## src/hw/rtl/smp_pkg.sv

```systemverilog
// shared constants, types and register codes for the substring match block
// no dependencies
package smp_pkg;

    localparam int PATTERN_MAX  = 16;
    localparam int WINDOW_DEPTH = PATTERN_MAX - 1;
    localparam int TEXT_MAX     = 65536;
    localparam int BYTE_W       = 8;
    localparam int LEN_W        = 5;
    localparam int PIDX_W       = $clog2(PATTERN_MAX);
    localparam int INDEX_W      = 17;
    localparam int POS_W        = 16;
    localparam int TOTAL_W      = 17;
    localparam int CFG_INDEX_W  = 2;
    localparam int CFG_DATA_W   = 64;
    localparam int FIFO_DEPTH   = 4;
    localparam int FIFO_ADDR_W  = $clog2(FIFO_DEPTH);
    localparam int FIFO_CNT_W   = FIFO_ADDR_W + 1;

    localparam logic [CFG_INDEX_W-1:0] REG_PATTERN_LOW  = 2'd0;
    localparam logic [CFG_INDEX_W-1:0] REG_PATTERN_HIGH = 2'd1;
    localparam logic [CFG_INDEX_W-1:0] REG_PATTERN_LEN  = 2'd2;

    localparam logic [LEN_W-1:0]   LEN_RESET = LEN_W'(1);
    localparam logic [INDEX_W-1:0] INDEX_CAP = INDEX_W'(TEXT_MAX);
    localparam logic [TOTAL_W-1:0] COUNT_CAP = TOTAL_W'(TEXT_MAX);
    localparam logic [INDEX_W-1:0] POS_CAP   = INDEX_W'(2 ** POS_W - 1);

    typedef logic [WINDOW_DEPTH-1:0][BYTE_W-1:0] t_window;
    typedef logic [PATTERN_MAX-1:0][BYTE_W-1:0]  t_pattern;

    typedef struct packed {
        logic               match_found;
        logic [POS_W-1:0]   match_position;
        logic [TOTAL_W-1:0] match_total;
        logic               text_done;
    } t_result;

    typedef struct packed {
        logic             hit;
        logic [POS_W-1:0] position;
    } t_match;

endpackage

```

## src/hw/rtl/smp_in_if.sv

```systemverilog
// input channel: one text byte per item with a last-byte mark
// depends on smp_pkg
interface smp_in_if;
    import smp_pkg::*;

    logic              valid;
    logic              ready;
    logic [BYTE_W-1:0] text_byte;
    logic              final_byte;

    modport source (output valid, output text_byte, output final_byte, input ready);
    modport sink   (input valid, input text_byte, input final_byte, output ready);
endinterface

```

## src/hw/rtl/smp_out_if.sv

```systemverilog
// result channel: match positions and end-of-text totals
// depends on smp_pkg
interface smp_out_if;
    import smp_pkg::*;

    logic               valid;
    logic               ready;
    logic               match_found;
    logic [POS_W-1:0]   match_position;
    logic [TOTAL_W-1:0] match_total;
    logic               text_done;

    modport source (output valid, output match_found, output match_position,
                    output match_total, output text_done, input ready);
    modport sink   (input valid, input match_found, input match_position,
                    input match_total, input text_done, output ready);
endinterface

```

## src/hw/rtl/smp_matcher.sv

```systemverilog
// window compare: checks whether the recent bytes plus the new byte end with the pattern
// depends on smp_pkg
module smp_matcher (
    input  logic [smp_pkg::BYTE_W-1:0]  i_text_byte,
    input  smp_pkg::t_window            i_window,
    input  smp_pkg::t_pattern           i_pattern,
    input  logic [smp_pkg::LEN_W-1:0]   i_pattern_length,
    input  logic [smp_pkg::INDEX_W-1:0] i_byte_index,
    output smp_pkg::t_match             o_match
);
    import smp_pkg::*;

    logic [LEN_W-1:0]                len_c;
    logic [PIDX_W-1:0]               len_m1;
    logic [PATTERN_MAX-1:0][BYTE_W-1:0] wv;
    logic [PATTERN_MAX-1:0]          eq;
    logic                            enough;
    logic [INDEX_W-1:0]              pos_full;

    assign len_c  = (i_pattern_length > LEN_W'(PATTERN_MAX)) ? LEN_W'(PATTERN_MAX)
                                                             : i_pattern_length;
    assign len_m1 = PIDX_W'(len_c - LEN_W'(1));
    assign wv     = {i_window, i_text_byte};

    always_comb begin
        for (int k = 0; k < PATTERN_MAX; k++) begin
            eq[k] = (LEN_W'(k) >= len_c)
                 || (wv[k] == i_pattern[PIDX_W'(len_m1 - PIDX_W'(k))]);
        end
    end

    assign enough   = (i_byte_index >= (INDEX_W'(len_c) - INDEX_W'(1)));
    assign pos_full = i_byte_index - (INDEX_W'(len_c) - INDEX_W'(1));

    assign o_match.hit      = (len_c != '0) && enough && (&eq);
    assign o_match.position = (pos_full > POS_CAP) ? POS_CAP[POS_W-1:0]
                                                   : pos_full[POS_W-1:0];
endmodule

```

## src/hw/rtl/smp_result_fifo.sv

```systemverilog
// small result queue: takes up to two items per cycle, hands out one
// depends on smp_pkg
module smp_result_fifo (
    input  logic                i_clk,
    input  logic                i_rst_n,
    input  logic [1:0]          i_push_cnt,
    input  smp_pkg::t_result    i_item0,
    input  smp_pkg::t_result    i_item1,
    output logic                o_room,
    output logic                o_valid,
    output smp_pkg::t_result    o_item,
    input  logic                i_pop
);
    import smp_pkg::*;

    t_result                r_mem [FIFO_DEPTH];
    logic [FIFO_ADDR_W-1:0] r_wp;
    logic [FIFO_ADDR_W-1:0] r_rp;
    logic [FIFO_CNT_W-1:0]  r_count;
    logic [FIFO_ADDR_W-1:0] wp1;
    logic                   pop;

    assign wp1     = r_wp + FIFO_ADDR_W'(1);
    assign pop     = i_pop && (r_count != '0);
    assign o_valid = (r_count != '0);
    assign o_item  = r_mem[r_rp];
    assign o_room  = (r_count <= FIFO_CNT_W'(FIFO_DEPTH - 2));

    always_ff @(posedge i_clk) begin
        if (i_push_cnt != 2'd0) begin
            r_mem[r_wp] <= i_item0;
        end
        if (i_push_cnt == 2'd2) begin
            r_mem[wp1] <= i_item1;
        end
    end

    always_ff @(posedge i_clk) begin
        if (!i_rst_n) begin
            r_wp    <= '0;
            r_rp    <= '0;
            r_count <= '0;
        end else begin
            r_wp    <= r_wp + FIFO_ADDR_W'(i_push_cnt);
            r_rp    <= r_rp + FIFO_ADDR_W'(pop);
            r_count <= r_count + FIFO_CNT_W'(i_push_cnt) - FIFO_CNT_W'(pop);
        end
    end

    a_count_bound: assert property (@(posedge i_clk) disable iff (!i_rst_n)
        r_count <= FIFO_CNT_W'(FIFO_DEPTH))
        else $error("result queue count above depth");

    a_push_room: assert property (@(posedge i_clk) disable iff (!i_rst_n)
        (i_push_cnt != 2'd0) |-> o_room)
        else $error("push into result queue without room");

    a_count_step: assert property (@(posedge i_clk) disable iff (!i_rst_n)
        (i_push_cnt == 2'd0 && !pop) |=> $stable(r_count))
        else $error("result queue count moved without push or pop");
endmodule

```

## src/hw/rtl/substring_match_positions_core.sv

```systemverilog
// top level of the streaming substring search: state, config and result queue
// depends on smp_pkg, smp_in_if, smp_out_if, smp_matcher, smp_result_fifo
//
// usage
//   i_text carries one text byte per item, final_byte marks the last byte of a text.
//   o_result carries match items (match_found set, start position and running total)
//   and, after the last byte, one done item (text_done set, total matches).
//   the pattern (up to 16 bytes) and its length are written on the config port
//   (index 0: bytes 0-7, index 1: bytes 8-15, index 2: length) while idle.
// result timing and throughput
//   an accepted byte is compared against the window in the cycle it is taken; its
//   results sit in the result queue from the next cycle on.
//   one byte is taken per cycle while the queue has room; a byte that yields a match
//   and a done item puts two items in the queue, and the single output side then sets
//   the pace to one result item per cycle.
// reset and stalls
//   reset clears the window, byte index, match count and queue; length reads 1.
//   when the receiver stalls, up to four result items queue up; the input drops
//   ready once fewer than two slots are free.
module substring_match_positions_core (
    input  logic                              i_clk,
    input  logic                              i_rst_n,
    smp_in_if.sink                            i_text,
    smp_out_if.source                         o_result,
    input  logic                              i_cfg_we,
    input  logic [smp_pkg::CFG_INDEX_W-1:0]   i_cfg_index,
    input  logic [smp_pkg::CFG_DATA_W-1:0]    i_cfg_data
);
    import smp_pkg::*;

    logic [CFG_DATA_W-1:0] r_pattern_low;
    logic [CFG_DATA_W-1:0] r_pattern_high;
    logic [LEN_W-1:0]      r_pattern_length;

    t_window               r_window;
    logic [INDEX_W-1:0]    r_byte_index;
    logic [TOTAL_W-1:0]    r_found_count;

    t_window               n_window;
    logic [INDEX_W-1:0]    n_byte_index;
    logic [TOTAL_W-1:0]    n_found_count;

    t_match                match;
    t_result               match_item;
    t_result               done_item;
    t_result               item0;
    t_result               head;
    logic                  accept;
    logic                  hit;
    logic                  room;
    logic                  q_valid;
    logic [1:0]            push_cnt;
    logic [TOTAL_W-1:0]    count_upd;

    always_ff @(posedge i_clk) begin
        if (!i_rst_n) begin
            r_pattern_low    <= '0;
            r_pattern_high   <= '0;
            r_pattern_length <= LEN_RESET;
        end else if (i_cfg_we) begin
            case (i_cfg_index)
                REG_PATTERN_LOW:  r_pattern_low    <= i_cfg_data;
                REG_PATTERN_HIGH: r_pattern_high   <= i_cfg_data;
                REG_PATTERN_LEN:  r_pattern_length <= i_cfg_data[LEN_W-1:0];
                default: ;
            endcase
        end
    end

    smp_matcher u_matcher (
        .i_text_byte      (i_text.text_byte),
        .i_window         (r_window),
        .i_pattern        ({r_pattern_high, r_pattern_low}),
        .i_pattern_length (r_pattern_length),
        .i_byte_index     (r_byte_index),
        .o_match          (match)
    );

    assign accept = i_text.valid && i_text.ready;
    assign hit    = match.hit;

    assign count_upd = (hit && (r_found_count < COUNT_CAP))
                     ? r_found_count + TOTAL_W'(1) : r_found_count;

    always_comb begin
        match_item.match_found    = 1'b1;
        match_item.match_position = match.position;
        match_item.match_total    = count_upd;
        match_item.text_done      = 1'b0;
        done_item.match_found     = 1'b0;
        done_item.match_position  = '0;
        done_item.match_total     = count_upd;
        done_item.text_done       = 1'b1;
        item0    = hit ? match_item : done_item;
        push_cnt = accept ? (2'(hit) + 2'(i_text.final_byte)) : 2'd0;
    end

    always_comb begin
        n_window      = r_window;
        n_byte_index  = r_byte_index;
        n_found_count = r_found_count;
        if (accept) begin
            if (i_text.final_byte) begin
                n_window      = '0;
                n_byte_index  = '0;
                n_found_count = '0;
            end else begin
                n_window      = {r_window[WINDOW_DEPTH-2:0], i_text.text_byte};
                n_byte_index  = (r_byte_index < INDEX_CAP)
                              ? r_byte_index + INDEX_W'(1) : r_byte_index;
                n_found_count = count_upd;
            end
        end
    end

    always_ff @(posedge i_clk) begin
        if (!i_rst_n) begin
            r_window      <= '0;
            r_byte_index  <= '0;
            r_found_count <= '0;
        end else begin
            r_window      <= n_window;
            r_byte_index  <= n_byte_index;
            r_found_count <= n_found_count;
        end
    end

    smp_result_fifo u_result_fifo (
        .i_clk      (i_clk),
        .i_rst_n    (i_rst_n),
        .i_push_cnt (push_cnt),
        .i_item0    (item0),
        .i_item1    (done_item),
        .o_room     (room),
        .o_valid    (q_valid),
        .o_item     (head),
        .i_pop      (o_result.ready)
    );

    assign i_text.ready            = room;
    assign o_result.valid          = q_valid;
    assign o_result.match_found    = head.match_found;
    assign o_result.match_position = head.match_position;
    assign o_result.match_total    = head.match_total;
    assign o_result.text_done      = head.text_done;

    a_clear_after_last: assert property (@(posedge i_clk) disable iff (!i_rst_n)
        (accept && i_text.final_byte) |=> (r_byte_index == '0 && r_found_count == '0))
        else $error("text state not cleared after last byte");

    a_index_cap: assert property (@(posedge i_clk) disable iff (!i_rst_n)
        r_byte_index <= INDEX_CAP && r_found_count <= COUNT_CAP)
        else $error("byte index or match count beyond cap");

    a_idle_hold: assert property (@(posedge i_clk) disable iff (!i_rst_n)
        !accept |=> ($stable(r_byte_index) && $stable(r_found_count)))
        else $error("text state moved without an accepted item");

    a_count_vs_index: assert property (@(posedge i_clk) disable iff (!i_rst_n)
        TOTAL_W'(r_found_count) <= r_byte_index)
        else $error("more matches than bytes taken");
endmodule

```

## src/flat_wrapper.sv

```systemverilog
// flat-port wrapper written by rule: the top's interface ports become plain ports
module substring_match_positions_core_flat import smp_pkg::*;
  (i_clk, i_rst_n, i_cfg_we, i_cfg_index, i_cfg_data, i_text_valid, i_text_text_byte, i_text_final_byte, i_text_ready, o_result_valid, o_result_match_found, o_result_match_position, o_result_match_total, o_result_text_done, o_result_ready);
  smp_in_if i_text_i ();
  smp_out_if o_result_i ();
  input  logic i_clk;
  input  logic i_rst_n;
  input  logic i_cfg_we;
  input  logic [smp_pkg::CFG_INDEX_W-1:0] i_cfg_index;
  input  logic [smp_pkg::CFG_DATA_W-1:0] i_cfg_data;
  input wire logic [$bits(i_text_i.valid)-1:0] i_text_valid;
  input wire logic [$bits(i_text_i.text_byte)-1:0] i_text_text_byte;
  input wire logic [$bits(i_text_i.final_byte)-1:0] i_text_final_byte;
  output wire logic [$bits(i_text_i.ready)-1:0] i_text_ready;
  output wire logic [$bits(o_result_i.valid)-1:0] o_result_valid;
  output wire logic [$bits(o_result_i.match_found)-1:0] o_result_match_found;
  output wire logic [$bits(o_result_i.match_position)-1:0] o_result_match_position;
  output wire logic [$bits(o_result_i.match_total)-1:0] o_result_match_total;
  output wire logic [$bits(o_result_i.text_done)-1:0] o_result_text_done;
  input wire logic [$bits(o_result_i.ready)-1:0] o_result_ready;
  assign i_text_i.valid = i_text_valid;
  assign i_text_i.text_byte = i_text_text_byte;
  assign i_text_i.final_byte = i_text_final_byte;
  assign i_text_ready = i_text_i.ready;
  assign o_result_valid = o_result_i.valid;
  assign o_result_match_found = o_result_i.match_found;
  assign o_result_match_position = o_result_i.match_position;
  assign o_result_match_total = o_result_i.match_total;
  assign o_result_text_done = o_result_i.text_done;
  assign o_result_i.ready = o_result_ready;
  substring_match_positions_core u_core (.i_clk(i_clk), .i_rst_n(i_rst_n), .i_text(i_text_i), .o_result(o_result_i), .i_cfg_we(i_cfg_we), .i_cfg_index(i_cfg_index), .i_cfg_data(i_cfg_data));
endmodule
```

## config.mk

```make
export PLATFORM = sky130hd
export DESIGN_NAME = substring_match_positions_core_flat
export DESIGN_NICKNAME = d
export VERILOG_FILES = /design/src/hw/rtl/smp_pkg.sv /design/src/hw/rtl/smp_in_if.sv /design/src/hw/rtl/smp_out_if.sv /design/src/hw/rtl/smp_matcher.sv /design/src/hw/rtl/smp_result_fifo.sv /design/src/hw/rtl/substring_match_positions_core.sv /design/src/flat_wrapper.sv
export SDC_FILE = /design/constraint.sdc
export NUM_CORES = 1
export LEC_CHECK = 0
export BUFFER_PORTS_ARGS = -buffer_cell sky130_fd_sc_hd__buf_4
export CELL_PAD_IN_SITES_DETAIL_PLACEMENT = 1
export CELL_PAD_IN_SITES_GLOBAL_PLACEMENT = 2
export CORE_UTILIZATION = 36
export CTS_CLUSTER_DIAMETER = 150
export CTS_CLUSTER_SIZE = 40
export DETAILED_ROUTE_END_ITERATION = 7
export PLACE_DENSITY = 0.86
export RECOVER_POWER = 50
export SETUP_SLACK_MARGIN = 0.5
export SLEW_MARGIN = 20
export SYNTH_ARGS = -nofsm -noshare
export SYNTH_HDL_FRONTEND = slang
export SYNTH_SLANG_ARGS = --single-unit
```

## constraint.sdc

```tcl
create_clock -name i_clk -period 7.53 [get_ports i_clk]
set_clock_uncertainty 0.1 [all_clocks]
set_input_delay 0.753 -clock i_clk [delete_from_list [all_inputs] [get_ports i_clk]]
set_output_delay 0.753 -clock i_clk [all_outputs]
set_load 0.01 [all_outputs]
```

==> impl_results.md, run 1 <==
- Fin Setup TNS: 0 ns
- Slew @ Worst Pin: 4.27 ns
- Maximum root-to-sink buffer count: 3
- Yosys top cell by area: dfxtp_1
- Clock Latency Late Sink: 0.59 ns
- TritonCTS clock tree: done
- Multi-input gate area: 16,500 um2
- Commonest cells in the synthesized netlist: dfxtp_1, a21oi_1, nand2_1, nor2_1, mux2i_1
- Die Height: 276 um
- Hold depth: 3
- GP Congestion: 1.10
- First-pass GRT wire length: 168 mm
- Via count: 25.0k
- Seq/Total Area, Yosys: 34.6%
- Setup crit start kind: register
- DR iter-0 viols: 2,223
- Most common cell in the netlist: dfxtp_1
- Post-synth ARST share: 0%
- Netlist Area Pre-Place: 27,100 um2
- Post-Layout Cell Count: 3,970
- Max-Cap Viols: 6
- RSZ-0062 raised after global routing: false
- Yosys warning count: 0
- HP Start: i_cfg_data[37]
- Critical path type: register to register
- Post-DR vias/cell: 6.29
- Synth top area cells: dfxtp_1, mux4_2, mux2i_1
- Fin crit share: 91.9%
- Minimum clock period: 6.92 ns
- Final Hold Vio Count: 0
- Die area: 76,400 um2
- Synthesized flop and latch total: 434
- DR WL/cell: 28.8 um
- DRT antenna net count: 0
- GRT Residual Overflow: 0
- Placed Area: 29,000 um2
- DRC: 0
- Most used DFF post-synth: dfxtp_1
- Pin count of the biggest net entering global routing: 109
- Clock sink total: 434
- Initial antenna violation count: 4
- Leak pwr: 11.3 nW
- Clk root buf: clkbuf_16
- R2R Path Start: u_core.r_pattern_length[1]
- Violated checks: capacitance limit, slew limit
- Final setup fails: 0
- Peak supply drop: 0.000153 V
- Placed Instances: 3,936
- TritonCTS buffer count: 15
- Worst EP arrival: 7.13 ns
- Worst Setup SP: u_core.r_pattern_length[1]
- Outcome: finished with violations
- Layout area overhead: 9.30%
- Worst Path Required: 7.75 ns
- Post-route cell area: 29,600 um2
- Synthesized instance count: 2,994
- DRT Pass-1 Iters: 6
- Cell variety after synth: 81
- H-tree depth: 1
- Post-synthesis net count: 3,103
- Number of flops mapped to enable cells by yosys: 68
- I/O pin cnt: 117
- Core Footprint: 74,400 um2
- Layout fillers: 8,568
- Hpwl dp: 86.8 mm
- Initial core utilization: 36.4%
- Synth top area share: 27.0%
- Core Rows: 100
- Pwr Density: 183 nW/um2
- Clock-pin slew on the worst setup and hold paths: 0.16 ns
- Vias in the first global route: 24.7k
- Maximum fanout along the worst path: 14
- Fin nets: 3,102
- Share of layout cells above drive strength 1: 14.9%
- Slew HR: -185%
- Die Span X: 276 um
- Buffers on Ports: 116
- Slew Limit Fails: 440
- F_max: 0.145 GHz
- Post-CTS Hold Buffers: 0
- Reg area: 9370 um2
- Worst r2r path cells: 24
- Syn_area_per_cell: 9.05 um2
- Hold Path Class: primary input to register
- Gr usage total: 29.0%
- Nature of the critical path endpoint: register
- DRT Wirelength: 114 mm
per-layer routing:
metal / up-vias / wire, um / global-route usage (%)
met3: 241 / 7000 / 4.28
li1: 11100 / - / -
met5: - / 19 / 0
met2: 905 / 53400 / 47.6
met4: 2 / 6890 / 15.0
met1: 12700 / 46900 / 36.9
layout by cell type, fill, tap and decap left out, drive strengths merged, types with 7 or more instances in the layout:
cell type	instances
nor2	235
and2	9
and3b	33
dfxtp	366
a211o	11
a31oi	35
o211ai	23
ha	27
a22o	64
a21boi	13
a21oi	344
mux2i	207
a22oi	9
or3	16
a32oi	23
nand4	78
inv	57
a211oi	34
o2111ai	19
nand4b	7
a21o	13
xnor2	78
and3	112
buf	225
edfxtp	68
nand2b	10
nand2	338
mux4	142
o22ai	17
o311ai	24
nand3	80
clkbuf	36
o21ai	63
a311oi	8
nor3	46
nor4	20
xor2	42
worst max-delay path, cell delays in order (launching register included):
cell      delay, ns
dfxtp_2        0.45
nand2_1        0.17
ha_4           0.26
xnor2_4        0.60
buf_4          0.32
mux2i_1        0.12
mux4_2         0.52
xnor2_1        0.41
nand3_1        0.17
nor4_1         0.50
buf_4          0.20
and4b_1        0.18
o221ai_1       0.09
or4_2          0.74
inv_2          0.10
ha_1           0.29
nand2_1        0.12
ha_1           0.25
inv_1          0.07
ha_1           0.13
inv_1          0.05
fa_1           0.37
xnor2_1        0.18
xnor2_1        0.14
nor2_1         0.06
final timing paths:
check	to	slack, ns
min	u_core.r_pattern_low[37]	0.29
min reg2reg	u_core.u_result_fifo.r_mem[2][34]	0.38
max	u_core.u_result_fifo.r_count[2]	0.61
max reg2reg	u_core.u_result_fifo.r_count[2]	0.61
flip-flops by register name, summed over array words and instances (netlist names):
register                      count
u_core.u_result_fifo.r_mem      140
u_core.r_window                 120
u_core.r_pattern_high            64
u_core.r_pattern_low             64
u_core.r_byte_index              17
u_core.r_found_count             17
u_core.r_pattern_length           5
u_core.u_result_fifo.r_count      3
u_core.u_result_fifo.r_rp         2
u_core.u_result_fifo.r_wp         2
cell families (layout without fill, tap and decap cells):
logic type	after synthesis	in the layout	share of synthesized area (%)
AOI/OAI and AO/OA	720	720	16.7
xor gates and xnor gates	122	122	4.20
adders and majority gates	33	33	1.54
buffers and inverters	316	322	4.88
DFF	434	434	34.6
muxes	352	352	19.6
other	0	1	0
and+or+nand+nor	1017	1017	18.5
power breakdown:
group,switching [mW],internal [mW]
Clock,0.790,0.396
Sequential,0.0642,2.42
Combinational,1.07,0.657
Total,1.93,3.48
through the flow:
stage | utilization (%) | setup WS [ns] | hold WS [ns] | total power [mW]
3_5_place_dp | 39.0 | 0.437 | 0.340 | 4.23
2_1_floorplan | - | 0.531 | 0.321 | 3.64
5_1_grt | 39.8 | 0.286 | 0.288 | 5.63
3_3_place_gp | 39.0 | 0.594 | 0.328 | 4.19
6_report | 39.8 | 0.614 | 0.294 | 5.41
4_1_cts | 39.6 | 0.512 | 0.283 | 5.41
final cells by class:
cell class                 instances  share of cell area, %
timing repair inverter             1                 0.0169
clock buffer                      20                   1.33
multi-input combinational       2244                   55.8
inverter                          56                  0.752
sequential                       434                   31.7
tap                              969                   4.09
antenna                            1                0.00845
clock inverter                     4                  0.194
timing repair buffer             241                   6.17
what timing repair did:
item                                    CTS  global route
gates cloned                              1             1
gates resized for setup                   3            23
buffers inserted                          0             7
pin swaps                                 0             2
endpoints found under the setup margin    7            93
Note: power is estimated with default switching activity, not from simulation.
==> inputs of run 2 (changes only) <==
--- a/config.mk
+++ b/config.mk
@@ -8,11 +8,12 @@
 export BUFFER_PORTS_ARGS = -buffer_cell sky130_fd_sc_hd__buf_4
 export CELL_PAD_IN_SITES_DETAIL_PLACEMENT = 1
 export CELL_PAD_IN_SITES_GLOBAL_PLACEMENT = 2
-export CORE_UTILIZATION = 36
+export CORE_UTILIZATION = 37
+export CTS_BUF_LIST = sky130_fd_sc_hd__clkbuf_4
 export CTS_CLUSTER_DIAMETER = 150
 export CTS_CLUSTER_SIZE = 40
 export DETAILED_ROUTE_END_ITERATION = 7
-export PLACE_DENSITY = 0.86
+export PLACE_DENSITY = 0.88
 export RECOVER_POWER = 50
 export SETUP_SLACK_MARGIN = 0.5
 export SLEW_MARGIN = 20
==> run 2 against run 1 <==
  * The flow still finishes with violations (capacitance limit, slew limit)
  * Highest routed layer unchanged
  * Cell count rose by 0.86%
  * Design area rose by 1.1%
  * Critical path depth fell by 3
==> impl_results.md, run 2 (synthesis gave the netlist of run 1 again) <==
- Sw frac: 37.3%
- Core Rows: 98
- DR iter-0 viols: 2,528
- Top flop regs: u_core.u_result_fifo.r_mem (140), u_core.r_window (120)
- Buffers on Ports: 116
- GP Congestion: 1.01
- Clock Latency Late Sink: 0.98 ns
- Final setup fails: 0
- First-pass GRT wire length: 170 mm
- Initial antenna violation count: 5
- Slew HR: -166%
- Switch Pwr: 1.93 mW
- TritonCTS clock tree: done
- Outcome: finished with violations
- Slew Limit Fails: 449
- Pwr Density: 173 nW/um2
- Layout fillers: 8,196
- Gr usage total: 30.5%
- Layout area overhead: 10.5%
- Violated checks: capacitance limit, slew limit
- Fin Setup TNS: 0 ns
- Max-Cap Viols: 8
- Reg area: 9370 um2
- GRT Residual Overflow: 0
- Share of layout cells above drive strength 1: 13.9%
- Pin count of the biggest net entering global routing: 139
- DRT Wirelength: 116 mm
- Worst slack at placement: 0.691 ns
- Initial core utilization: 37.6%
- RSZ-0062 raised after global routing: false
- Peak supply drop: 0.000143 V
- Via count: 25.1k
- DR WL/cell: 28.9 um
- Nature of the critical path endpoint: register
- Final WS setup: 0.404 ns
- Clk root buf: clkbuf_4
- F_max: 0.140 GHz
- Clock sink total: 434
- Clk network pwr share: 17.4%
- Max incr delay on CP: 1.12 ns
- Vias in the first global route: 25.1k
- DRT Pass-1 Iters: 6
- CP max-delay cell: clkbuf_1
- P_int: 3.24 mW
- Worst EP arrival: 7.89 ns
- Hpwl dp: 88.1 mm
- Setup crit start kind: register
- Slew @ Worst Pin: 3.99 ns
- H-tree depth: 1
- DRC: 0
- Minimum clock period: 7.13 ns
- Leak pwr: 11.4 nW
- Commonest non-fill, non-tap cells in the layout: dfxtp_1, a21oi_1, nand2_1, nor2_1, mux2i_1
- Die Span X: 273 um
- Worst Path Required: 8.29 ns
- Most flops, register: u_core.u_result_fifo.r_mem
- Die area: 74,300 um2
- Maximum fanout along the worst path: 31
- Fin nets: 3,154
- Comb power frac: 34.0%
- I/O pin cnt: 117
- TritonCTS buffer count: 15
- Final Hold Vio Count: 0
- Crit-path cells: clkbuf_1 > and3b_1 > a21oi_1 > mux4_2 > a211o_1 > o2111ai_1 > o2111ai_1 > o41ai_1 > o2111ai_1 > a211o_1 > or4_2 > inv_2 > ha_1 > buf_4 > nor3_1 > a21oi_1 > or3_1 > clkinvlp_4 > buf_12 > o311ai_0 > nand2_1
- Die Height: 273 um
- Critical path type: register to register
- Hold Path Class: primary input to register
- DRT antenna net count: 0
- Maximum root-to-sink buffer count: 3
- Multi-input gate area: 16,500 um2
- Core Footprint: 72,000 um2
- Clock-pin slew on the worst setup and hold paths: 0.39 ns
- Most frequent CP cell: o2111ai_1
- Max reg flops: 140
- Sequential power share: 48.6%
- Most common cell after layout, fill and taps aside: dfxtp_1
- Fin crit share: 94.6%
- Post-DR vias/cell: 6.27
-- run 2: cell count changes in the layout (fill, tap and decap cells not counted), moves of 6 or more --
cell,delta
clkbuf_1,-9
mux2i_2,-6
buf_12,+10
clkbuf_4,+19
dlygate4sd3_1,+72
clkbuf_16,-16
buf_4,-17
mux2i_1,+6
-- run 2: path summary, 6_finish.rpt --
| check | endpoint | startpoint | slack [ns] | cells past startpoint |
|---|---|---|---|---|
| hold / removal | u_core.r_pattern_low[32] | i_cfg_index[1] | 0.18 | 5 |
| hold reg to reg | u_core.r_pattern_low[19] | u_core.r_pattern_low[19] | 0.39 | 2 |
| setup reg to reg | u_core.u_result_fifo.r_mem[2][11] | u_core.r_pattern_length[0] | 0.40 | 21 |
| setup / recovery | u_core.u_result_fifo.r_mem[2][11] | u_core.r_pattern_length[0] | 0.40 | 21 |
-- run 2: cell type report --
type | instances | area share (%)
Antenna cell | 2 | 0.0167
Clock buffer | 19 | 0.476
Timing Repair Buffer | 294 | 8.32
Tap cell | 950 | 3.97
Clock inverter | 5 | 0.213
Sequential cell | 434 | 31.3
Inverter | 56 | 0.744
Multi-Input combinational cell | 2244 | 55.0
-- run 2: per-stage QoR --
step	util, %	total power, mW	std cells	hold slack (ns)	area (um2)
2_1_floorplan	-	3.64	2994	0.321	27100
3_3_place_gp	40.3	4.22	3902	0.328	29000
3_5_place_dp	40.3	4.26	3902	0.339	29000
4_1_cts	41.6	5.19	3998	0.0116	29900
5_1_grt	41.6	5.39	4003	0.179	29900
6_report	41.6	5.17	4004	0.180	29900
-- run 2: critical path: cells and delay by family (launching register included) --
kind	cells	cell delay (ns)
flops	1	0.56
buf+inv	5	1.69
mux	1	0.63
fa+ha+maj	1	0.23
compound gates	9	2.00
simple gates	5	1.81
-- run 2: per-layer routing --
metal	wire, um	track usage [%]	vias up
li1	-	-	11200
met1	48200	38.8	12800
met2	55900	51.9	834
met3	6090	4.07	216
met4	5640	12.6	2
met5	14	0	-
-- run 2: repair_timing --
item / in CTS / in global routing
endpoints found under the setup margin: 0 / 7
hold buffers: 72 / 0
endpoints found under the hold margin: 137 / 0
buffers inserted: 0 / 4
gates resized for setup: 0 / 2
-- run 2: power groups by stage --
stage | Sequential, mW | Combinational (mW) | Clock, mW
floorplan | 2.50 | 1.14 | 0
global placement | 2.54 | 1.68 | 0
detailed placement | 2.55 | 1.71 | 0
CTS | 2.51 | 1.74 | 0.934
global route | 2.53 | 1.87 | 0.995
finish | 2.51 | 1.76 | 0.900
